<file path="src/hw/rtl/obdp_pkg.sv">
// ----------------------------------------------------------------------------
// obdp_pkg
// Shared codes, constants and beat layouts for the OBD request/response poller.
// ----------------------------------------------------------------------------
package obdp_pkg;

	// input selector codes (s_tuser)
	localparam logic [1:0] FUNC_START = 2'd0;
	localparam logic [1:0] FUNC_FRAME = 2'd1;
	localparam logic [1:0] FUNC_TICK  = 2'd2;
	localparam logic [1:0] FUNC_STATS = 2'd3;

	// result kind codes (m_tuser)
	localparam logic [2:0] KIND_REQ     = 3'd0;
	localparam logic [2:0] KIND_OK      = 3'd1;
	localparam logic [2:0] KIND_TIMEOUT = 3'd2;
	localparam logic [2:0] KIND_TXFAIL  = 3'd3;
	localparam logic [2:0] KIND_STATS   = 3'd4;

	// configuration register indexes (paddr[3:2])
	localparam logic [1:0] REG_REQUEST_ID  = 2'd0;
	localparam logic [1:0] REG_RESPONSE_ID = 2'd1;
	localparam logic [1:0] REG_TIMEOUT_US  = 2'd2;

	localparam logic [10:0] REQUEST_ID_RST  = 11'h7E0;
	localparam logic [10:0] RESPONSE_ID_RST = 11'h7E8;
	localparam logic [15:0] TIMEOUT_US_RST  = 16'd30000;

	localparam logic [7:0] PAD_BYTE        = 8'h55;
	localparam logic [7:0] POSITIVE_OFFSET = 8'h40;
	localparam logic [7:0] PCI_TYPE_MASK   = 8'hF0;

	localparam int IN_DATA_W  = 72;
	localparam int OUT_DATA_W = 288;

	// input beat, highest bit first
	typedef struct packed {
		logic [3:0]  pad;
		logic        tx_accepted;
		logic [7:0]  byte3;
		logic [7:0]  byte2;
		logic [7:0]  byte1;
		logic [7:0]  byte0;
		logic [3:0]  length;
		logic        frame_remote;
		logic        frame_extended;
		logic [28:0] rx_can_id;
	} in_beat_t;

	// result beat, highest bit first
	typedef struct packed {
		logic [31:0] cum_txfail;
		logic [31:0] cum_timeout;
		logic [31:0] cum_ok;
		logic [15:0] rtt_max_us;
		logic [15:0] rtt_min_us;
		logic [31:0] rtt_sum_us;
		logic [15:0] win_txerr;
		logic [15:0] win_tmo;
		logic [15:0] win_ok;
		logic [15:0] rtt_us;
		logic [63:0] tx_payload;
	} out_beat_t;

endpackage

</file>
<file path="src/hw/rtl/obd_request_response_poller.sv">
// ----------------------------------------------------------------------------
// obd_request_response_poller
// Builds single-frame diagnostic requests, times the matching response and
// keeps window and cumulative round-trip statistics.
// ----------------------------------------------------------------------------
// Pipeline: input register, then result register; a result beat is computed
// from the beat held in the input register and presented from the result register.
// Throughput: one input beat per cycle; a stalled result register holds the
// input stage only when the waiting item itself has a result to deliver.
// Reset: arst_n clears the poll state, all counters and the configuration
// registers to their defaults at once; no clearing pass.
module obd_request_response_poller (
	input  logic                            clk,
	input  logic                            arst_n,
	// input stream
	input  logic                            s_tvalid,
	output logic                            s_tready,
	// rx_can_id[28:0], frame_extended, frame_remote, length[3:0], byte0, byte1,
	// byte2, byte3, tx_accepted, zero fill
	input  logic [obdp_pkg::IN_DATA_W-1:0]  s_tdata,
	// func[1:0]
	input  logic [1:0]                      s_tuser,
	// result stream
	output logic                            m_tvalid,
	input  logic                            m_tready,
	// tx_payload[63:0], rtt_us, win_ok, win_tmo, win_txerr, rtt_sum_us[31:0],
	// rtt_min_us, rtt_max_us, cum_ok[31:0], cum_timeout[31:0], cum_txfail[31:0]
	output logic [obdp_pkg::OUT_DATA_W-1:0] m_tdata,
	// kind[2:0]
	output logic [2:0]                      m_tuser,
	// configuration port
	input  logic                            psel,
	input  logic                            penable,
	input  logic                            pwrite,
	input  logic [3:0]                      paddr,
	input  logic [31:0]                     pwdata,
	output logic [31:0]                     prdata,
	output logic                            pready
);
	import obdp_pkg::*;

	// configuration
	logic [10:0] request_id_q;
	logic [10:0] response_id_q;
	logic [15:0] timeout_us_q;
	logic        cfg_wr;

	// input stage
	logic        valid_s1;
	logic [1:0]  func_s1;
	in_beat_t    data_s1;

	// result stage
	logic        valid_s2;
	logic [2:0]  kind_s2;
	out_beat_t   data_s2;

	// poll state
	logic        waiting_q;
	logic [7:0]  req_bytes_q [3];
	logic [1:0]  req_len_q;
	logic [15:0] elapsed_q;
	logic [15:0] win_ok_q, win_tmo_q, win_txerr_q;
	logic [31:0] rtt_sum_q;
	logic [15:0] rtt_min_q, rtt_max_q;
	logic [31:0] cum_ok_q, cum_timeout_q, cum_txfail_q;

	// next state
	logic        waiting_d;
	logic        req_load;
	logic [1:0]  req_len_d;
	logic [15:0] elapsed_d;
	logic [15:0] win_ok_d, win_tmo_d, win_txerr_d;
	logic [31:0] rtt_sum_d;
	logic [15:0] rtt_min_d, rtt_max_d;
	logic [31:0] cum_ok_d, cum_timeout_d, cum_txfail_d;

	logic        res_valid;
	logic [2:0]  res_kind;
	out_beat_t   res_data;
	logic        out_free;
	logic        step;

	logic [1:0]  start_len;
	logic [63:0] start_payload;
	logic        frame_match;
	logic [15:0] elapsed_inc;
	logic [32:0] sum_wide;

	// ---------------- configuration port ----------------
	assign pready = 1'b1;
	assign cfg_wr = psel && penable && pwrite && pready;

	always_ff @(posedge clk or negedge arst_n) begin
		if (!arst_n) begin
			request_id_q  <= REQUEST_ID_RST;
			response_id_q <= RESPONSE_ID_RST;
			timeout_us_q  <= TIMEOUT_US_RST;
		end else if (cfg_wr) begin
			unique case (paddr[3:2])
				REG_REQUEST_ID:  request_id_q  <= pwdata[10:0];
				REG_RESPONSE_ID: response_id_q <= pwdata[10:0];
				REG_TIMEOUT_US:  timeout_us_q  <= pwdata[15:0];
				default: ;
			endcase
		end
	end

	always_comb begin
		unique case (paddr[3:2])
			REG_REQUEST_ID:  prdata = {21'd0, request_id_q};
			REG_RESPONSE_ID: prdata = {21'd0, response_id_q};
			REG_TIMEOUT_US:  prdata = {16'd0, timeout_us_q};
			default:         prdata = '0;
		endcase
	end

	// ---------------- handshake ----------------
	assign out_free = !valid_s2 || m_tready;
	assign step     = valid_s1 && (!res_valid || out_free);
	assign s_tready = !valid_s1 || step;

	always_ff @(posedge clk or negedge arst_n) begin
		if (!arst_n) begin
			valid_s1 <= 1'b0;
		end else if (s_tready) begin
			valid_s1 <= s_tvalid;
		end
	end

	always_ff @(posedge clk) begin
		if (s_tvalid && s_tready) begin
			func_s1 <= s_tuser;
			data_s1 <= in_beat_t'(s_tdata);
		end
	end

	// ---------------- item logic ----------------
	assign start_len = (data_s1.length > 4'd3) ? 2'd3 : data_s1.length[1:0];
	assign start_payload = {6'd0, start_len, data_s1.byte0,
		(start_len >= 2'd2) ? data_s1.byte1 : PAD_BYTE,
		(start_len == 2'd3) ? data_s1.byte2 : PAD_BYTE,
		PAD_BYTE, PAD_BYTE, PAD_BYTE, PAD_BYTE};

	assign frame_match = (data_s1.rx_can_id == {18'd0, response_id_q})
		&& !data_s1.frame_extended && !data_s1.frame_remote
		&& (data_s1.length >= 4'd3)
		&& ((data_s1.byte0 & PCI_TYPE_MASK) == 8'd0)
		&& (data_s1.byte1 == 8'(req_bytes_q[0] + POSITIVE_OFFSET))
		&& (req_len_q < 2'd2 || data_s1.byte2 == req_bytes_q[1])
		&& (req_len_q < 2'd3 || data_s1.byte3 == req_bytes_q[2]);

	assign elapsed_inc = (elapsed_q == 16'hFFFF) ? elapsed_q : elapsed_q + 16'd1;
	assign sum_wide    = {1'b0, rtt_sum_q} + {17'd0, elapsed_q};

	always_comb begin
		res_valid     = 1'b0;
		res_kind      = KIND_REQ;
		res_data      = '0;
		waiting_d     = waiting_q;
		req_load      = 1'b0;
		req_len_d     = req_len_q;
		elapsed_d     = elapsed_q;
		win_ok_d      = win_ok_q;
		win_tmo_d     = win_tmo_q;
		win_txerr_d   = win_txerr_q;
		rtt_sum_d     = rtt_sum_q;
		rtt_min_d     = rtt_min_q;
		rtt_max_d     = rtt_max_q;
		cum_ok_d      = cum_ok_q;
		cum_timeout_d = cum_timeout_q;
		cum_txfail_d  = cum_txfail_q;
		case (func_s1)
			FUNC_START: begin
				if (!waiting_q && data_s1.length != 4'd0) begin
					res_valid           = 1'b1;
					res_data.tx_payload = start_payload;
					if (!data_s1.tx_accepted) begin
						res_kind    = KIND_TXFAIL;
						win_txerr_d = (win_txerr_q == 16'hFFFF) ? win_txerr_q
							: win_txerr_q + 16'd1;
						cum_txfail_d = (cum_txfail_q == 32'hFFFF_FFFF) ? cum_txfail_q
							: cum_txfail_q + 32'd1;
					end else begin
						res_kind  = KIND_REQ;
						req_load  = 1'b1;
						req_len_d = start_len;
						elapsed_d = '0;
						waiting_d = 1'b1;
					end
				end
			end
			FUNC_FRAME: begin
				if (waiting_q && frame_match) begin
					res_valid       = 1'b1;
					res_kind        = KIND_OK;
					res_data.rtt_us = elapsed_q;
					rtt_sum_d = sum_wide[32] ? 32'hFFFF_FFFF : sum_wide[31:0];
					if (elapsed_q < rtt_min_q) rtt_min_d = elapsed_q;
					if (elapsed_q > rtt_max_q) rtt_max_d = elapsed_q;
					win_ok_d  = (win_ok_q == 16'hFFFF) ? win_ok_q : win_ok_q + 16'd1;
					cum_ok_d  = (cum_ok_q == 32'hFFFF_FFFF) ? cum_ok_q : cum_ok_q + 32'd1;
					waiting_d = 1'b0;
				end
			end
			FUNC_TICK: begin
				if (waiting_q) begin
					elapsed_d = elapsed_inc;
					if (elapsed_inc >= timeout_us_q) begin
						res_valid     = 1'b1;
						res_kind      = KIND_TIMEOUT;
						win_tmo_d     = (win_tmo_q == 16'hFFFF) ? win_tmo_q
							: win_tmo_q + 16'd1;
						cum_timeout_d = (cum_timeout_q == 32'hFFFF_FFFF) ? cum_timeout_q
							: cum_timeout_q + 32'd1;
						waiting_d     = 1'b0;
					end
				end
			end
			default: begin
				// stats read: report the window and cumulative counts, then clear the window
				res_valid            = 1'b1;
				res_kind             = KIND_STATS;
				res_data.win_ok      = win_ok_q;
				res_data.win_tmo     = win_tmo_q;
				res_data.win_txerr   = win_txerr_q;
				res_data.rtt_sum_us  = rtt_sum_q;
				res_data.rtt_min_us  = (win_ok_q != 16'd0) ? rtt_min_q : 16'd0;
				res_data.rtt_max_us  = rtt_max_q;
				res_data.cum_ok      = cum_ok_q;
				res_data.cum_timeout = cum_timeout_q;
				res_data.cum_txfail  = cum_txfail_q;
				win_ok_d      = '0;
				win_tmo_d     = '0;
				win_txerr_d   = '0;
				rtt_sum_d     = '0;
				rtt_min_d     = 16'hFFFF;
				rtt_max_d     = '0;
			end
		endcase
	end

	// ---------------- state update ----------------
	always_ff @(posedge clk or negedge arst_n) begin
		if (!arst_n) begin
			waiting_q      <= 1'b0;
			req_bytes_q[0] <= '0;
			req_bytes_q[1] <= '0;
			req_bytes_q[2] <= '0;
			req_len_q      <= '0;
			elapsed_q      <= '0;
			win_ok_q       <= '0;
			win_tmo_q      <= '0;
			win_txerr_q    <= '0;
			rtt_sum_q      <= '0;
			rtt_min_q      <= 16'hFFFF;
			rtt_max_q      <= '0;
			cum_ok_q       <= '0;
			cum_timeout_q  <= '0;
			cum_txfail_q   <= '0;
		end else if (step) begin
			waiting_q     <= waiting_d;
			req_len_q     <= req_len_d;
			elapsed_q     <= elapsed_d;
			win_ok_q      <= win_ok_d;
			win_tmo_q     <= win_tmo_d;
			win_txerr_q   <= win_txerr_d;
			rtt_sum_q     <= rtt_sum_d;
			rtt_min_q     <= rtt_min_d;
			rtt_max_q     <= rtt_max_d;
			cum_ok_q      <= cum_ok_d;
			cum_timeout_q <= cum_timeout_d;
			cum_txfail_q  <= cum_txfail_d;
			if (req_load) begin
				req_bytes_q[0] <= data_s1.byte0;
				req_bytes_q[1] <= data_s1.byte1;
				req_bytes_q[2] <= data_s1.byte2;
			end
		end
	end

	// ---------------- result register ----------------
	always_ff @(posedge clk or negedge arst_n) begin
		if (!arst_n) begin
			valid_s2 <= 1'b0;
		end else if (out_free) begin
			valid_s2 <= step && res_valid;
		end
	end

	always_ff @(posedge clk) begin
		if (out_free && step && res_valid) begin
			kind_s2 <= res_kind;
			data_s2 <= res_data;
		end
	end

	assign m_tvalid = valid_s2;
	assign m_tuser  = kind_s2;
	assign m_tdata  = data_s2;

`ifndef SYNTHESIS
	// an empty input stage always takes a beat
	a_empty_ready: assert property (@(posedge clk) disable iff (!arst_n)
		!valid_s1 |-> s_tready)
		else $error("input stage empty but not ready");

	// a sent request opens the wait
	a_req_waits: assert property (@(posedge clk) disable iff (!arst_n)
		(step && res_valid && res_kind == KIND_REQ) |=> waiting_q)
		else $error("request sent without entering wait");

	// a response or a timeout closes the wait
	a_end_idle: assert property (@(posedge clk) disable iff (!arst_n)
		(step && res_valid && (res_kind == KIND_OK || res_kind == KIND_TIMEOUT))
		|=> !waiting_q)
		else $error("wait not closed after response or timeout");

	// a result only leaves a stage that held an item
	a_result_source: assert property (@(posedge clk) disable iff (!arst_n)
		(out_free && step && res_valid) |-> valid_s1)
		else $error("result produced without an item");
`endif

endmodule
</file>
<file path="config.mk">
export PLATFORM = sky130hd
export DESIGN_NAME = obd_request_response_poller
export DESIGN_NICKNAME = d
export VERILOG_FILES = /design/src/hw/rtl/obdp_pkg.sv /design/src/hw/rtl/obd_request_response_poller.sv
export SDC_FILE = /design/constraint.sdc
export NUM_CORES = 1
export LEC_CHECK = 0
export BUFFER_PORTS_ARGS = -buffer_cell sky130_fd_sc_hd__buf_4
export CORE_MARGIN = 1.5
export CORE_UTILIZATION = 57
export CTS_CLUSTER_SIZE = 10
export DETAILED_ROUTE_END_ITERATION = 10
export GPL_TIMING_DRIVEN = 0
export PLACE_DENSITY_LB_ADDON = 0.15
export SLEW_MARGIN = 20
export SYNTH_ARGS = -nofsm -noshare
export SYNTH_HDL_FRONTEND = slang
export SYNTH_SLANG_ARGS = --single-unit
</file>
<file path="constraint.sdc">
create_clock -name clk -period 11.1 [get_ports clk]
set_input_delay 1.11 -clock clk [delete_from_list [all_inputs] [get_ports clk]]
set_output_delay 1.11 -clock clk [all_outputs]
set_load 0.02 [all_outputs]
</file>
* Yosys cells after proc, flatten, opt, wreduce, memory -nomap -nowiden
Index checks and enable logic that the tools add are counted.
** Cells by class
- Bitwise logic cells :: 8
- Reduce and logical (&&, ||, !) cells :: 59
- Equality and inequality tests :: 27
- Muxes and demuxes :: 50
- $add $sub $neg :: 9
- $lt $le $gt $ge :: 8
** Operators by type and width (number)
- $mux 16 :: 16
- $pmux 16 s2 :: 6
- $add 32x1->32 const B :: 3
- $eq 32x32->1 const B :: 3
- $add 16x1->16 const B :: 4
- $eq 16x16->1 const B :: 4
- $mux 32 :: 2
- $pmux 32 s2 :: 1
- $pmux 16 s3 :: 1
- $add 32x16->33 :: 1
- $mux 31 :: 1
- $reduce_and 5->1 :: 6
- $eq 29x11->1 :: 1
- $eq 8x8->1 :: 3
- $ne 2x2->1 const B :: 11
- $reduce_and 4->1 :: 5
- $ge 16x16->1 :: 1
- $gt 16x16->1 :: 1
- $logic_and 1x1->1 :: 16
- $lt 16x16->1 :: 1
- $reduce_bool 16->1 :: 1
- $mux 7 :: 2
- $mux 1 :: 13
- $reduce_and 2->1 :: 6
- other kinds (22) :: 52
** Word-level totals
- Register bits after elaboration :: 652
- Input port bits :: 117
- Output and inout bits :: 326
- Word-level logic and storage cells :: 206

* Logic depth before layout (Yosys ltp)
- Depth after elaboration :: 16
- Depth in mapped cells :: 20
- Depth with buffers taken out :: 16

* Least setup slack after synthesis
Ideal clock, no wire load.
- Kind :: register to register
- Start point :: register elapsed_q[4]
- End point :: register valid_s2 (netlist: m_tvalid)
- Cell stages (with the launch flop) :: 15
- Path slack :: 1.324 ns
- Library setup time :: 0.103 ns
- Path buffers :: 1
- Data required time :: 10.997 ns
- Arrival time :: 9.673 ns
- Clock period less this slack :: 9.776 ns
- Cells stage by stage :: dfrtp_1 > clkbuf_1 > and4_1 > nand4_1 > or4_1 > or4_1 > o21a_1 > ha_1 > nand2_1 > o21ai_0 > nor3_1 > a211oi_2 > or4_1 > and2_1 > or2_2
** Between the ends
- Longest elaborated chain between the ends :: 10
- Elaborated cells on any way between the ends :: 11
- Those cells by class :: add/sub: 1; order compare: 1; eq/ne: 1; mux: 4; reduce/logical: 4
** RTL lines
- from (decl) :: RTL line obd_request_response_poller.sv:62 : logic [15:0] elapsed_q;
- from (signal assigned) :: RTL line obd_request_response_poller.sv:264 : elapsed_q <= elapsed_d;
- $add 16x1->16 or $eq 16x16->1 (tied branches) :: RTL line obd_request_response_poller.sv:153 : assign elapsed_inc = (elapsed_q == 16'hFFFF) ? elapsed_q : elapsed_q + 16'd1;
- $mux 16 (*) :: RTL line obd_request_response_poller.sv:153
- $ge 16x16->1 (*) :: RTL line obd_request_response_poller.sv:209 : if (elapsed_inc >= timeout_us_q) begin
- $mux 1 (*) :: RTL line obd_request_response_poller.sv:209
- $mux 1 (*) :: RTL line obd_request_response_poller.sv:207 : if (waiting_q) begin
- $pmux 1 s3 (*) :: RTL line obd_request_response_poller.sv:173 : case (func_s1)
- $logic_not 1->1 :: RTL line obd_request_response_poller.sv:120 : assign step = valid_s1 && (!res_valid || out_free);
- $logic_or 1x1->1 :: RTL line obd_request_response_poller.sv:120
- $logic_and 1x1->1 :: RTL line obd_request_response_poller.sv:120
- $logic_and 1x1->1 (*) :: RTL line obd_request_response_poller.sv:287 : valid_s2 <= step && res_valid;
- to (signal assigned) :: RTL line obd_request_response_poller.sv:287
- to (decl) :: RTL line obd_request_response_poller.sv:54 : logic valid_s2;
Every way passes the cells marked *; elsewhere a longest branch is shown, timed or not.
A chain may end at the register's enable or synchronous reset.

* Worst setup path after layout
- Start point :: register elapsed_q[5]
- End point :: output s_tready
** Between the ends
- Longest elaborated chain between the ends :: 10
- Elaborated cells on any way between the ends :: 11
- Those cells by class :: add/sub: 1; order compare: 1; eq/ne: 1; mux: 4; reduce/logical: 4
** RTL lines
- $add 16x1->16 or $eq 16x16->1 (tied branches) :: RTL line obd_request_response_poller.sv:153
- $mux 16 (*) :: RTL line obd_request_response_poller.sv:153
- $ge 16x16->1 (*) :: RTL line obd_request_response_poller.sv:209
- $mux 1 (*) :: RTL line obd_request_response_poller.sv:209
- $mux 1 (*) :: RTL line obd_request_response_poller.sv:207
- $pmux 1 s3 (*) :: RTL line obd_request_response_poller.sv:173
- $logic_not 1->1 (*) :: RTL line obd_request_response_poller.sv:120
- $logic_or 1x1->1 (*) :: RTL line obd_request_response_poller.sv:120
- $logic_and 1x1->1 (*) :: RTL line obd_request_response_poller.sv:120
- $logic_or 1x1->1 (*) :: RTL line obd_request_response_poller.sv:121 : assign s_tready = !valid_s1 || step;
- to (decl) :: RTL line obd_request_response_poller.sv:17 : output logic s_tready,
Marked as above.

==> results.toml <==
[critical_path]
path_max_fanout = 9
crit_slowest_cell = "or4_1"
critPathLaunchType = "flop"
cpMostUsedCell = "or4_1"
path_cells = "clkbuf_1 -> and4_1 -> nand4_1 -> or4_1 -> or4_1 -> o21a_1 -> ha_1 -> a21oi_1 -> o21ai_0 -> nor3_1 -> a211oi_2 -> or4_1 -> and3_1 -> inv_1 -> buf_4"
crit_type = "reg -> out"
crit_family = "simple AND/OR/NAND/NOR gates"
critPathRequiredTime_ns = 9.99
crit_buf_inv = 3
cp_slowest_stage_delay_ns = 0.56
cp-end-kind = "output port"
cp.arrival_ns = 5.67

[timing]
fmax_mhz = 148
relSlewSlack_pct = 31.5
timing_hold_violations_final = 0
slew_violations = 0
fin_crit_ns = 6.78
rsz0062_at_grt = "no"
setup_viol = 0
tightest_slew_ns = 1.02
hold_slack_ns = 0.333
layout_setup_ws_ns = 4.32
fin_skew_ns = 0.0140
period_share_pct = 61.1

[placement]
hpwlAfterDp_um = 51800
dp_slack_ns = 4.99
io_buffers = 380
routabilityCongestion = 0.899

[worst_hold_path]
worstHoldPathType = "in -> async"

[clock_network]
cts_buffers = 72
ctsHoldBuffers = 0
clockBufferDepth = 3
cts-resized-gates = 0
cts_setup_buffers = 0
h-tree-depth = 3
clk_pin_slew_ns = 0.06
cts_tree = "done"
clk_latency_ns = 0.60
clockRootBuffer = "clkbuf_16"
cts_sinks = 615

[synth]
synth_top_cell_by_area = "edfxtp_1"
ys_async_sr_fraction_pct = 47.3
ys_ff_latch = 615
ys_seq_area_share_pct = 59.9
synth_ff_type = "edfxtp_1"
netlist.area_leader.share_pct = 34.2
synth-edff-count = 324
synth_area_sq_um = 28500
postSynthCellCount = 2399
synth_area_per_cell_sq_um = 11.9
yosys-top-cells-area = "edfxtp_1 34%, dfrtp_1 22%, and2_1 5.4%"
yosys_warnings = 0
synth_cell_types = 80

[finish]
area_growth_pct = 21.9
drive_above_1_share_pct = 21.9
multiInputGateArea_sq_um = 10400
fillers = 3516
nNetsFinal = 3092
regArea_sq_um = 17100
final_util_pct = 70.7

[route]
first_pass_iters = 6
antenna_left = 0
drt-wirelength-per-cell_um = 19.8
drt_wl_total_um = 71800
vias = 20500
drtIter0Drc = 1740
via_per_inst = 5.67
drc = 0

[global_route]
top_usage_layer = "met2"
grt_pass1_vias = 20200
grtUsageMet3_pct = 4.55
grt_pass1_wl_um = 111000
overflow = 0
grt_max_degree = 100
antenna_found_initial = 5
grt_use_total_pct = 28.0
use_met1_pct = 38.9
use_met2_pct = 45.3

[outcome]
outcome = "complete, no violations"

[floorplan]
ios = 443
die_w_um = 227
start_util_pct = 58.0
num_rows = 81
die_area_sq_um = 51300
die_h_um = 227
core_sq_um = 49200

[pwr]
leakagePower_uw = 0.0147
power_uw = 5810
ir_drop_mv = 0.132
powerDensity_nw_per_um2 = 167

[job]
drv_cap = 0
Yosys cell counts, types with 41 or more instances:
library cell  instances
nand3_1              96
o21ai_0             116
dfrtp_1             255
a21oi_1              49
nand2_1             169
mux2_2               52
buf_4                55
xnor2_1             104
edfxtp_1            324
mux2i_1              43
ha_1                 75
nand4_1              51
inv_1                90
xor2_1               41
and3_1               46
and2_1              246
nor2_1              116
clkbuf_1             87
registers in the layout, indices dropped and copies added, names as in the netlist:
register	flops
cum_ok_q	32
cum_timeout_q	32
cum_txfail_q	32
data_s1	68
elapsed_q	16
func_s1	2
m_tdata	251
m_tuser	3
m_tvalid	1
req_bytes_q	24
req_len_q	2
request_id_q	11
response_id_q	11
rtt_max_q	16
rtt_min_q	16
rtt_sum_q	32
timeout_us_q	16
valid_s1	1
waiting_q	1
win_ok_q	16
win_tmo_q	16
win_txerr_q	16
layout by cell type (no fill, tap or decap), types with 12 or more instances in the layout:
cell type	n
xnor2_1	104
nor3_1	37
clkbuf_1	137
o31ai_1	17
a22o_1	13
nand2b_1	17
and2_1	245
clkbuf_16	76
nor4_1	27
conb_1	39
inv_1	90
and3_1	46
nor2_1	116
xor2_1	41
dfrtp_1	255
edfxtp_1	324
nand3b_1	19
buf_4	434
nand3_1	96
dfstp_2	36
a21oi_1	49
mux2i_1	43
a21o_1	12
ha_1	75
nand4_1	51
mux2_2	52
and4_1	15
o21ai_0	116
nand2_1	169
logic make-up (layout without fill, tap and decap cells):
family,Yosys count,in the layout,synth area share [%]
simple gates,898,898,17.2
flops,615,615,59.9
compound gates,323,323,7.51
buf+inv,245,765,4.01
xor+xnor,145,145,4.46
mux,95,95,3.57
fa+ha+maj,76,76,3.36
other cells,2,43,0.0264
metal layers:
| layer | wire length [um] | share of wire (%) | vias to the layer above |
|---|---|---|---|
| met5 | 0 | 0 | - |
| met3 | 4110 | 5.7 | 134 |
| met1 | 31400 | 44 | 10200 |
| met2 | 34500 | 48 | 682 |
| met4 | 1860 | 2.6 | 0 |
| li1 | - | - | 9528 |
worst paths after layout:
check | start | slack, ns | to | cells past startpoint
worst max-delay path | elapsed_q[5]$_DFFE_PN0P_ | 4.32 | s_tready | 15
worst min-delay path | arst_n | 0.33 | rtt_sum_q[3]$_DFFE_PN0P_ | 1
worst max register to register | elapsed_q[5]$_DFFE_PN0P_ | 5.14 | data_s1[45]$_DFFE_PP_ | 15
worst min register to register | cum_ok_q[7]$_DFFE_PN0P_ | 0.49 | cum_ok_q[7]$_DFFE_PN0P_ | 1
max in group asynchronous | arst_n | 9.62 | cum_ok_q[4]$_DFFE_PN0P_ | 3
min in group clk | cum_ok_q[7]$_DFFE_PN0P_ | 0.49 | cum_ok_q[7]$_DFFE_PN0P_ | 1
per-stage QoR:
stage / instances / cell area (sq um) / setup TNS, ns
floorplan: 2436 / 28600 / 0
global placement: 3480 / 32300 / -438.53
detailed placement: 3489 / 32600 / 0
CTS: 3620 / 34700 / 0
global route: 3624 / 34700 / 0
finish: 3624 / 34700 / 0
power breakdown:
group	internal, uW	switching (uW)	total [uW]
registers	2650	167	2820
clock network	1280	882	2170
logic	349	479	827
area by class of cell:
type,instances,area share [%]
timing repair buffer,389,8.93
antenna,4,0.0288
buffer,155,2.32
inverter,90,0.973
clock inverter,3,0.0829
sequential,615,49.1
multi-input combinational,1576,30.1
clock buffer,128,6.10
tap,664,2.39
No activity file was read; power rests on OpenSTA's default activity.
